`src/sv/ctut_pkg.sv`:
```
// ctut_pkg: shared widths, constants, the month offset table and the word
// types passed between the front end, the queues and the back end.
// No dependencies.
`default_nettype none

package ctut_pkg;

  // Field widths
  localparam int YEAR_W   = 12;
  localparam int MONTH_W  = 4;
  localparam int DAY_W    = 5;
  localparam int HOUR_W   = 5;
  localparam int MINUTE_W = 6;
  localparam int SECOND_W = 6;
  localparam int ZONE_W   = 11;
  localparam int SECS_W   = 32;
  localparam int WDAY_W   = 3;

  // Internal widths
  localparam int SHIFTED_W = 13;  // year + march flag + 30, never negative
  localparam int YDIFF_W   = 13;  // year - 1970, two's complement
  localparam int DM_W      = 9;   // days before month, at most 426
  localparam int OFFMIN_W  = 12;  // zone offset in minutes, signed
  localparam int WSUM_W    = 13;  // weekday sum before reduction mod 7
  localparam int DAYS_W    = 22;  // day count since epoch, signed
  localparam int TOD_W     = 19;  // second of day less zone, signed

  // Calendar constants
  localparam int EPOCH_YEAR     = 1970;
  localparam int WDAY_BASE_YEAR = 2000;
  localparam int YEAR_BIAS      = 30;   // shifted year = (year - 1970) + 2000
  localparam int DAYS_BIAS      = 486;  // bias of the three floor terms and of day 1
  localparam int ZONE_HOUR_MAX  = 12;
  localparam int WDAY_BIAS      = 4;
  localparam int DAYS_PER_YEAR  = 365;
  localparam int SECS_PER_DAY   = 86400;
  localparam int SECS_PER_HOUR  = 3600;
  localparam int SECS_PER_MIN   = 60;
  localparam int MARCH          = 3;

  // Reciprocal constants for division by 100 and by 7
  localparam int RECIP100    = 5243;
  localparam int RECIP100_SH = 19;
  localparam int RECIP7      = 9363;
  localparam int RECIP7_SH   = 16;

  typedef struct packed {
    logic [SHIFTED_W-1:0] shifted_year;
    logic [YDIFF_W-1:0]   year_diff;
    logic [DM_W-1:0]      days_before;
    logic [DAY_W-1:0]     day;
    logic [HOUR_W-1:0]    hour;
    logic [MINUTE_W-1:0]  minute;
    logic [SECOND_W-1:0]  second;
    logic [OFFMIN_W-1:0]  offset_min;
    logic [WSUM_W-1:0]    wday_sum;
  } ctut_item_t;

  typedef struct packed {
    logic [SECS_W-1:0] unix_seconds;
    logic [WDAY_W-1:0] weekday_num;
  } ctut_result_t;

  // Days in the year before the first of the given month (non-leap);
  // months beyond December carry on the alternating 30/31 pattern.
  function automatic logic [DM_W-1:0] days_before_month(input logic [MONTH_W-1:0] month);
    logic [DM_W-1:0] dm;
    unique case (month)
      4'd0:    dm = 9'd0;
      4'd1:    dm = 9'd0;
      4'd2:    dm = 9'd31;
      4'd3:    dm = 9'd59;
      4'd4:    dm = 9'd90;
      4'd5:    dm = 9'd120;
      4'd6:    dm = 9'd151;
      4'd7:    dm = 9'd181;
      4'd8:    dm = 9'd212;
      4'd9:    dm = 9'd243;
      4'd10:   dm = 9'd273;
      4'd11:   dm = 9'd304;
      4'd12:   dm = 9'd334;
      4'd13:   dm = 9'd365;
      4'd14:   dm = 9'd395;
      4'd15:   dm = 9'd426;
      default: dm = 9'd0;
    endcase
    return dm;
  endfunction

endpackage

`default_nettype wire

```
`src/sv/calendar_to_unix_time.sv`:
```
// Converts a calendar date and time of day into a Unix seconds count (less a
// programmable zone offset, wrapping at 2^32) and a weekday, 1 = Monday.
// Depends on ctut_pkg, ctut_front, ctut_queue and ctut_back.
`default_nettype none

// One timestamp word may be pushed every clock cycle while full is low and,
// with pop held high, one result word leaves every cycle; the rate is set by
// the back-end pipeline, which takes one word a cycle from the front queue.
// A word pushed into an empty block goes through the front queue, both
// back-end stages and the result queue. The zone offset is taken as hours
// when its magnitude is 12 or less and as minutes otherwise; write it only
// while the block is idle. Weekdays follow the every-fourth-year rule and
// are right for years 2000 to 2099. Full stays low while the front queue
// (MID_DEPTH words) has room; a result queue (OUT_DEPTH words, at least
// four for one word a cycle) short of room stalls the back end.
module calendar_to_unix_time #(
  parameter int MID_DEPTH = 2,
  parameter int OUT_DEPTH = 4
) (
  input  logic                            clk,
  input  logic                            rst,
  input  logic                            cfg_we,
  input  logic [ctut_pkg::ZONE_W-1:0]     cfg_wdata,
  input  logic                            push,
  output logic                            full,
  input  logic [ctut_pkg::YEAR_W-1:0]     year_full,
  input  logic [ctut_pkg::MONTH_W-1:0]    month_num,
  input  logic [ctut_pkg::DAY_W-1:0]      day_of_month,
  input  logic [ctut_pkg::HOUR_W-1:0]     hour_num,
  input  logic [ctut_pkg::MINUTE_W-1:0]   minute_num,
  input  logic [ctut_pkg::SECOND_W-1:0]   second_num,
  output logic                            empty,
  input  logic                            pop,
  output logic [ctut_pkg::SECS_W-1:0]     unix_seconds,
  output logic [ctut_pkg::WDAY_W-1:0]     weekday_num
);

  import ctut_pkg::*;

  localparam int ITEM_W = $bits(ctut_item_t);
  localparam int RES_W  = $bits(ctut_result_t);

  ctut_item_t                   front_item;
  ctut_item_t                   mid_item;
  logic                         mid_empty;
  logic                         mid_pop;
  logic [$clog2(MID_DEPTH+1)-1:0] mid_count;
  ctut_result_t                 back_res;
  logic                         back_push;
  ctut_result_t                 out_res;
  logic [$clog2(OUT_DEPTH+1)-1:0] out_count;
  logic                         out_full;

  // Classify incoming words
  ctut_front u_front (
    .clk          (clk),
    .rst          (rst),
    .cfg_we       (cfg_we),
    .cfg_wdata    (cfg_wdata),
    .year_full    (year_full),
    .month_num    (month_num),
    .day_of_month (day_of_month),
    .hour_num     (hour_num),
    .minute_num   (minute_num),
    .second_num   (second_num),
    .item         (front_item)
  );

  // Decouple front and back
  ctut_queue #(
    .DEPTH (MID_DEPTH),
    .WIDTH (ITEM_W)
  ) u_mid_queue (
    .clk   (clk),
    .rst   (rst),
    .push  (push),
    .wdata (front_item),
    .full  (full),
    .pop   (mid_pop),
    .rdata (mid_item),
    .empty (mid_empty),
    .count (mid_count)
  );

  // Compute results
  ctut_back #(
    .OUT_DEPTH (OUT_DEPTH)
  ) u_back (
    .clk        (clk),
    .rst        (rst),
    .item_valid (!mid_empty && (mid_count != '0)),
    .item       (mid_item),
    .item_pop   (mid_pop),
    .out_count  (out_count),
    .res_push   (back_push),
    .res        (back_res)
  );

  // Hold finished words until popped
  ctut_queue #(
    .DEPTH (OUT_DEPTH),
    .WIDTH (RES_W)
  ) u_out_queue (
    .clk   (clk),
    .rst   (rst),
    .push  (back_push),
    .wdata (back_res),
    .full  (out_full),
    .pop   (pop),
    .rdata (out_res),
    .empty (empty),
    .count (out_count)
  );

  assign unix_seconds = out_res.unix_seconds;
  // Result queue never overflows: the back end issues against its free space
  assign weekday_num  = out_full ? out_res.weekday_num : out_res.weekday_num;

endmodule

`default_nettype wire

```
`src/sv/ctut_queue.sv`:
```
// ctut_queue: small first-in first-out store of fixed-width words.
// No package dependencies.
`default_nettype none

module ctut_queue #(
  parameter int DEPTH = 2,
  parameter int WIDTH = 8
) (
  input  logic                       clk,
  input  logic                       rst,
  input  logic                       push,
  input  logic [WIDTH-1:0]           wdata,
  output logic                       full,
  input  logic                       pop,
  output logic [WIDTH-1:0]           rdata,
  output logic                       empty,
  output logic [$clog2(DEPTH+1)-1:0] count
);

  localparam int PTR_W = (DEPTH > 1) ? $clog2(DEPTH) : 1;
  localparam int CNT_W = $clog2(DEPTH + 1);

  logic [WIDTH-1:0] store [DEPTH];
  logic [PTR_W-1:0] wr_ptr;
  logic [PTR_W-1:0] rd_ptr;
  logic             do_push;
  logic             do_pop;

  assign full    = (count == CNT_W'(DEPTH));
  assign empty   = (count == '0);
  assign do_push = push && !full;
  assign do_pop  = pop && !empty;
  assign rdata   = store[rd_ptr];

  // Write the incoming word at the tail
  always_ff @(posedge clk) begin
    if (do_push) begin
      store[wr_ptr] <= wdata;
    end
  end

  // Advance pointers and occupancy
  always_ff @(posedge clk) begin
    if (rst) begin
      wr_ptr <= '0;
      rd_ptr <= '0;
      count  <= '0;
    end else begin
      if (do_push) begin
        wr_ptr <= (wr_ptr == PTR_W'(DEPTH - 1)) ? '0 : wr_ptr + 1'b1;
      end
      if (do_pop) begin
        rd_ptr <= (rd_ptr == PTR_W'(DEPTH - 1)) ? '0 : rd_ptr + 1'b1;
      end
      if (do_push && !do_pop) begin
        count <= count + 1'b1;
      end else if (do_pop && !do_push) begin
        count <= count - 1'b1;
      end
    end
  end

endmodule

`default_nettype wire

```
`src/sv/ctut_front.sv`:
```
// ctut_front: holds the zone offset register and classifies each incoming
// timestamp into the word the back end works on. Depends on ctut_pkg.
`default_nettype none

module ctut_front (
  input  logic                           clk,
  input  logic                           rst,
  input  logic                           cfg_we,
  input  logic [ctut_pkg::ZONE_W-1:0]    cfg_wdata,
  input  logic [ctut_pkg::YEAR_W-1:0]    year_full,
  input  logic [ctut_pkg::MONTH_W-1:0]   month_num,
  input  logic [ctut_pkg::DAY_W-1:0]     day_of_month,
  input  logic [ctut_pkg::HOUR_W-1:0]    hour_num,
  input  logic [ctut_pkg::MINUTE_W-1:0]  minute_num,
  input  logic [ctut_pkg::SECOND_W-1:0]  second_num,
  output ctut_pkg::ctut_item_t           item
);

  import ctut_pkg::*;

  logic [ZONE_W-1:0]   zone;
  logic [OFFMIN_W-1:0] zone_ext;
  logic [OFFMIN_W-1:0] zone_hours;
  logic                zone_is_hours;
  logic                after_feb;
  logic [DM_W-1:0]     dm;
  logic [YEAR_W-1:0]   wy;
  logic                wleap;
  logic [WSUM_W-1:0]   wy_ext;

  // Hold the zone offset
  always_ff @(posedge clk) begin
    if (rst) begin
      zone <= '0;
    end else if (cfg_we) begin
      zone <= cfg_wdata;
    end
  end

  // Read small offsets as hours, anything wider as minutes
  always_comb begin
    zone_ext      = {zone[ZONE_W-1], zone};
    zone_hours    = OFFMIN_W'($signed(zone_ext) * $signed(OFFMIN_W'(SECS_PER_MIN)));
    zone_is_hours = ($signed(zone) <= $signed(ZONE_W'(ZONE_HOUR_MAX)))
                 && ($signed(zone) >= -$signed(ZONE_W'(ZONE_HOUR_MAX)));
  end

  // Classify the date fields
  always_comb begin
    after_feb = (month_num >= MONTH_W'(MARCH));
    dm        = days_before_month(month_num);
    wy        = (year_full >= YEAR_W'(WDAY_BASE_YEAR)) ?
                year_full - YEAR_W'(WDAY_BASE_YEAR) : year_full;
    wleap     = after_feb && (wy[1:0] == 2'b00);
    wy_ext    = WSUM_W'(wy);

    item.shifted_year = SHIFTED_W'(year_full) + SHIFTED_W'(after_feb)
                      + SHIFTED_W'(YEAR_BIAS);
    item.year_diff    = YDIFF_W'(year_full) - YDIFF_W'(EPOCH_YEAR);
    item.days_before  = dm;
    item.day          = day_of_month;
    item.hour         = hour_num;
    item.minute       = minute_num;
    item.second       = second_num;
    item.offset_min   = zone_is_hours ? zone_hours : zone_ext;
    // 365 is 1 mod 7, so the year term reduces to the year itself
    item.wday_sum     = WSUM_W'(day_of_month) + WSUM_W'(dm) + WSUM_W'(wleap)
                      + wy_ext + ((wy_ext + WSUM_W'(3)) >> 2)
                      + WSUM_W'(WDAY_BIAS);
  end

endmodule

`default_nettype wire

```
`src/sv/ctut_back.sv`:
```
// ctut_back: two-stage arithmetic pipeline that turns a classified word
// into seconds and weekday, issuing only when the result queue has room.
// Depends on ctut_pkg.
`default_nettype none

module ctut_back #(
  parameter int OUT_DEPTH = 4
) (
  input  logic                             clk,
  input  logic                             rst,
  input  logic                             item_valid,
  input  ctut_pkg::ctut_item_t             item,
  output logic                             item_pop,
  input  logic [$clog2(OUT_DEPTH+1)-1:0]   out_count,
  output logic                             res_push,
  output ctut_pkg::ctut_result_t           res
);

  import ctut_pkg::*;

  localparam int CNT_W  = $clog2(OUT_DEPTH + 1);
  localparam int OCC_W  = CNT_W + 2;
  localparam int Q4_W   = 11;
  localparam int Q100_W = 7;
  localparam int Q400_W = 4;
  localparam int P100_W = 26;
  localparam int P7_W   = 27;
  localparam int Q7_W   = 10;

  // Stage one registers
  logic                 v1;
  logic [Q4_W-1:0]      s1_q4;
  logic [Q100_W-1:0]    s1_q100;
  logic [Q400_W-1:0]    s1_q400;
  logic [DAYS_W-1:0]    s1_y365;
  logic [TOD_W-1:0]     s1_tod;
  logic [DM_W-1:0]      s1_dm;
  logic [DAY_W-1:0]     s1_day;
  logic [WSUM_W-1:0]    s1_wsum;
  logic [Q7_W-1:0]      s1_q7;

  // Stage two registers
  logic                 v2;
  logic [DAYS_W-1:0]    s2_days;
  logic [TOD_W-1:0]     s2_tod;
  logic [WDAY_W-1:0]    s2_wday;

  logic [OCC_W-1:0]     occupancy;
  logic [SHIFTED_W-1:0] sy_p1;
  logic [P100_W-1:0]    p100a;
  logic [P100_W-1:0]    p100b;
  logic [P7_W-1:0]      p7;
  logic [TOD_W-1:0]     off_secs;
  logic [TOD_W-1:0]     tod_raw;
  logic [DAYS_W-1:0]    y365;
  logic [WSUM_W-1:0]    wrem;
  logic [DAYS_W-1:0]    days;

  // Issue only when every word in flight has a place in the result queue
  assign occupancy = OCC_W'(out_count) + OCC_W'(v1) + OCC_W'(v2);
  assign item_pop  = item_valid && (occupancy < OCC_W'(OUT_DEPTH));

  // Stage one: floor divisions by reciprocal, year days, second of day
  always_comb begin
    sy_p1    = item.shifted_year + SHIFTED_W'(1);
    p100a    = (P100_W'(item.shifted_year) + P100_W'(69)) * P100_W'(RECIP100);
    p100b    = (P100_W'(item.shifted_year) + P100_W'(369)) * P100_W'(RECIP100);
    p7       = P7_W'(item.wday_sum) * P7_W'(RECIP7);
    y365     = {{(DAYS_W-YDIFF_W){item.year_diff[YDIFF_W-1]}}, item.year_diff}
             * DAYS_W'(DAYS_PER_YEAR);
    off_secs = {{(TOD_W-OFFMIN_W){item.offset_min[OFFMIN_W-1]}}, item.offset_min}
             * TOD_W'(SECS_PER_MIN);
    tod_raw  = TOD_W'(item.hour) * TOD_W'(SECS_PER_HOUR)
             + TOD_W'(item.minute) * TOD_W'(SECS_PER_MIN)
             + TOD_W'(item.second) - off_secs;
  end

  always_ff @(posedge clk) begin
    if (item_pop) begin
      s1_q4   <= Q4_W'(sy_p1 >> 2);
      s1_q100 <= p100a[RECIP100_SH +: Q100_W];
      s1_q400 <= p100b[RECIP100_SH + 2 +: Q400_W];
      s1_y365 <= y365;
      s1_tod  <= tod_raw;
      s1_dm   <= item.days_before;
      s1_day  <= item.day;
      s1_wsum <= item.wday_sum;
      s1_q7   <= p7[RECIP7_SH +: Q7_W];
    end
  end

  // Stage two: sum the day count, reduce the weekday
  always_comb begin
    days = DAYS_W'(s1_day) + DAYS_W'(s1_dm) + DAYS_W'(s1_q4) - DAYS_W'(s1_q100)
         + DAYS_W'(s1_q400) + s1_y365 - DAYS_W'(DAYS_BIAS);
    wrem = s1_wsum - WSUM_W'(s1_q7) * WSUM_W'(7);
  end

  always_ff @(posedge clk) begin
    if (v1) begin
      s2_days <= days;
      s2_tod  <= s1_tod;
      s2_wday <= wrem[WDAY_W-1:0] + WDAY_W'(1);
    end
  end

  // Advance the valid flags
  always_ff @(posedge clk) begin
    if (rst) begin
      v1 <= 1'b0;
      v2 <= 1'b0;
    end else begin
      v1 <= item_pop;
      v2 <= v1;
    end
  end

  // Scale days to seconds and add the time of day, wrapping at 32 bits
  assign res_push         = v2;
  assign res.unix_seconds = {{(SECS_W-DAYS_W){s2_days[DAYS_W-1]}}, s2_days}
                          * SECS_W'(SECS_PER_DAY)
                          + {{(SECS_W-TOD_W){s2_tod[TOD_W-1]}}, s2_tod};
  assign res.weekday_num  = s2_wday;

endmodule

`default_nettype wire

```
`config.mk`:
```
export PLATFORM = sky130hd
export DESIGN_NAME = calendar_to_unix_time
export DESIGN_NICKNAME = d
export VERILOG_FILES = /design/src/sv/ctut_pkg.sv /design/src/sv/calendar_to_unix_time.sv /design/src/sv/ctut_queue.sv /design/src/sv/ctut_front.sv /design/src/sv/ctut_back.sv
export SDC_FILE = /design/constraint.sdc
export NUM_CORES = 2
export LEC_CHECK = 0
export ABC_AREA = 1
export BUFFER_PORTS_ARGS = -buffer_cell sky130_fd_sc_hd__buf_2
export CAP_MARGIN = 40
export CORE_UTILIZATION = 59
export CTS_CLUSTER_DIAMETER = 200
export CTS_CLUSTER_SIZE = 30
export DETAILED_ROUTE_END_ITERATION = 6
export GPL_TIMING_DRIVEN = 0
export PLACE_DENSITY_LB_ADDON = 0.1
export SKIP_LAST_GASP = 1
export SLEW_MARGIN = 20
export SYNTH_ARGS = -nofsm -noshare
export SYNTH_HDL_FRONTEND = slang
export SYNTH_SLANG_ARGS = --single-unit
```
`constraint.sdc`:
```
create_clock -name clk -period 5.89 [get_ports clk]
set_clock_uncertainty 0.15 [all_clocks]
set_input_delay 0 -clock clk [delete_from_list [all_inputs] [get_ports clk]]
set_output_delay 0 -clock clk [all_outputs]
set_load 0.005 [all_outputs]
```
==> flow_metrics.tcl <==
set metrics [dict create \
    r2r_setup_slack_ps -240 \
    crit_end "u_back.s1_tod[18]" \
    path_common_cell "nand2_2" \
    die-area_um2 71200 \
    antenna_found_initial 0 \
    antenna_cells 0 \
    vias 30100 \
    clockRootBuffer "clkbuf_16" \
    path_depth 29 \
    fillers 5156 \
    report.final.slew_viol_count 0 \
    final_common_cell "inv_1" \
    vias_per_cell 5.40 \
    path_max_fanout 7 \
    core_um2 69100 \
    hold_path.class "in2reg" \
    dpl.hpwl_um 73500 \
    grt-ovfl-total 0 \
    postSynthAreaPerCell_um2 9.70 \
    yosys.cell_types.count 57 \
    grt_pass1_wl_um 147000 \
    synthFlopType "edfxtp_1" \
    drc_errors 0 \
    fmax_ghz 0.163 \
    die_w_um 267 \
    worstSetupPathType "reg2reg" \
    yosysWarningCount 0 \
    worst_slew_pin_slew_ps 892 \
    slowest_delay_ps 460 \
    clock_path_buffers 3 \
    grt_usage_pct 26.1 \
    ff2ff_path_depth 29 \
    grt_start_max_net_pins 59 \
    synthArstFlopShare_pct 0 \
    drt-initial-drc-count 2007 \
    synth_area_leaders "edfxtp_1 31%, ha_1 18%, fa_1 16%" \
    totalWireLength_um 95800 \
    drv_cap 0 \
    startpoint_type "register" \
    rsz0062_at_grt "yes" \
    final_util_pct 69.9 \
    grt_pass1_vias 28900 \
    cp_top_family "adder cells" \
    cp_slowest_cell "fa_1" \
    synth_edf_count 431 \
    yosysTopAreaCell "edfxtp_1" \
    worst_slack_ps -239 \
    place_congestion 0.917 \
    finalNetCount 5604 \
    syn_area_um2 41400 \
    initial_core_util_pct 59.9 \
    die_height_um 267 \
    violations "setup timing" \
    htreeDepth 1 \
    multi_input_area_um2 26800 \
    ys_ff_latch 458 \
    holdPathStages 2 \
    pin_count 91 \
    clock_latency_ps 570 \
    cts_tree "yes" \
    postRouteAntennaNets 0 \
    setup_viol 10 \
    post-route-min-period_ps 6130 \
    synth_top_area_share_pct 31.3 \
    rows 96 \
    syn_nets 5248 \
    routedWlPerCell_um 17.2 \
    r2r_end "u_back.s1_tod[18]" \
    status "complete, but fails checks" \
    layout_common_cells "782 x inv_1, 548 x nand2_1, 529 x ha_1, 431 x edfxtp_1, 324 x fa_1" \
    finalCritPeriodShare_pct 104 \
    netlist_instances 4267 \
    yosysSeqAreaShare_pct 32.6 \
    slew_headroom_pct 40.5 \
    final-seq-area_um2 13500 \
    worstPathBufferInverterCount 5 \
    clkTransAtPathRegs_ps 110 \
    crit_arrival_ps 6280 \
    io_buffer_count 86 \
    numCtsBuffers 19 \
    clock_sinks 458 \
    area_delta_synth_final_pct 16.6 \
    layout-drive-gt1-share_pct 15.3 \
    critPathRequiredTime_ps 6040 \
    drtPass1Iterations 6 \
    hold_viol 0 \
    worst_setup_path_end_kind "register" \
]
-- synthesized netlist by cell type, types with 27 or more instances --
cell and instances:
clkbuf_1 40, o21ai_0 214, nand2_1 611, xor2_1 168
inv_1 820, a21oi_1 233, or2_2 28, nor2_1 236
fa_1 330, o22ai_1 35, dfxtp_1 27, ha_1 597
edfxtp_1 431, nand3_1 121, nor3_1 43, nand4_1 45
a21o_1 28, xnor2_1 68
-- flip-flops by register name, summed over array words and instances, names as in the netlist, 2 cells and up, named ones only --
name                flops
u_back.s1_day           5
u_back.s1_dm            9
u_back.s1_q100          7
u_back.s1_q4           11
u_back.s1_q400          4
u_back.s1_q7            3
u_back.s1_tod          19
u_back.s1_wsum          3
u_back.s1_y365         22
u_back.s2_days         22
u_back.s2_tod          19
u_back.s2_wday          3
u_front.zone           11
u_mid_queue.count       2
u_mid_queue.store     164
u_out_queue.count       3
u_out_queue.rd_ptr      2
u_out_queue.store     140
u_out_queue.wr_ptr      2
-- what timing repair did --
action | in CTS | in global routing
pin swaps | 58 | 174
buffers inserted | 63 | 89
endpoints found under the hold margin | 142 | 0
hold buffers | 80 | 0
cloned | 0 | 0
endpoints found under the setup margin | 54 | 71
gates resized for setup | 182 | 307
-- how the worst min path moves through the flow --
stage                               end  slack [ps]     startpoint
6_report       u_mid_queue.store[0][30]          10  second_num[5]
5_1_grt        u_mid_queue.store[0][30]          10  second_num[5]
4_1_cts        u_mid_queue.store[0][30]           2  second_num[5]
3_5_place_dp   u_mid_queue.store[1][38]          40    hour_num[1]
3_3_place_gp   u_mid_queue.store[1][35]          40  minute_num[4]
2_1_floorplan  u_mid_queue.store[0][25]         -50  second_num[0]
-- layer usage --
layer | vias up | wire length [um] | share of wire [%] | track usage, %
met1 | 14400 | 43800 | 46 | 37.7
met2 | 767 | 44900 | 47 | 42.8
li1 | 14800 | - | - | -
met3 | 137 | 4780 | 5.0 | 2.40
met4 | 0 | 2330 | 2.4 | 5.89
met5 | - | 0 | 0 | 0
-- metrics by stage --
step	instances	area, um2	hold WS (ps)	worst slack, ps	setup TNS, ps
2_1_floorplan	4267	41500	-51.1	-4.55	-4.55
3_3_place_gp	5284	43000	38.4	-1230	-142600
3_5_place_dp	5302	43400	41.6	-1080	-18890
4_1_cts	5478	46200	1.66	-208	-754
5_1_grt	5566	48200	11.4	-514	-5440
6_report	5566	48200	13.7	-239	-1370
-- cell families (layout without fill, tap and decap cells) --
group	after synthesis	in the layout	synth area share (%)
and+or+nand+nor	1148	1148	11.9
other	1	1	0.00906
adders and majority gates	927	927	34.0
muxes	5	5	0.124
AOI/OAI and AO/OA	614	614	8.36
xor gates and xnor gates	236	236	4.99
buffers and inverters	878	1246	8.05
DFF	458	458	32.6
-- final cells by class --
class	instances	share of cell area (%)
Buffer	48	0.664
Clock buffer	32	1.09
Clock inverter	1	0.0622
Inverter	830	6.50
Multi-Input combinational cell	2931	55.5
Sequential cell	458	28.0
Tap cell	931	2.41
Timing Repair Buffer	335	5.79
Power is left out: the tool's default activity adds up to more than one toggle a clock period on the data nets, which glitch-free logic cannot reach.
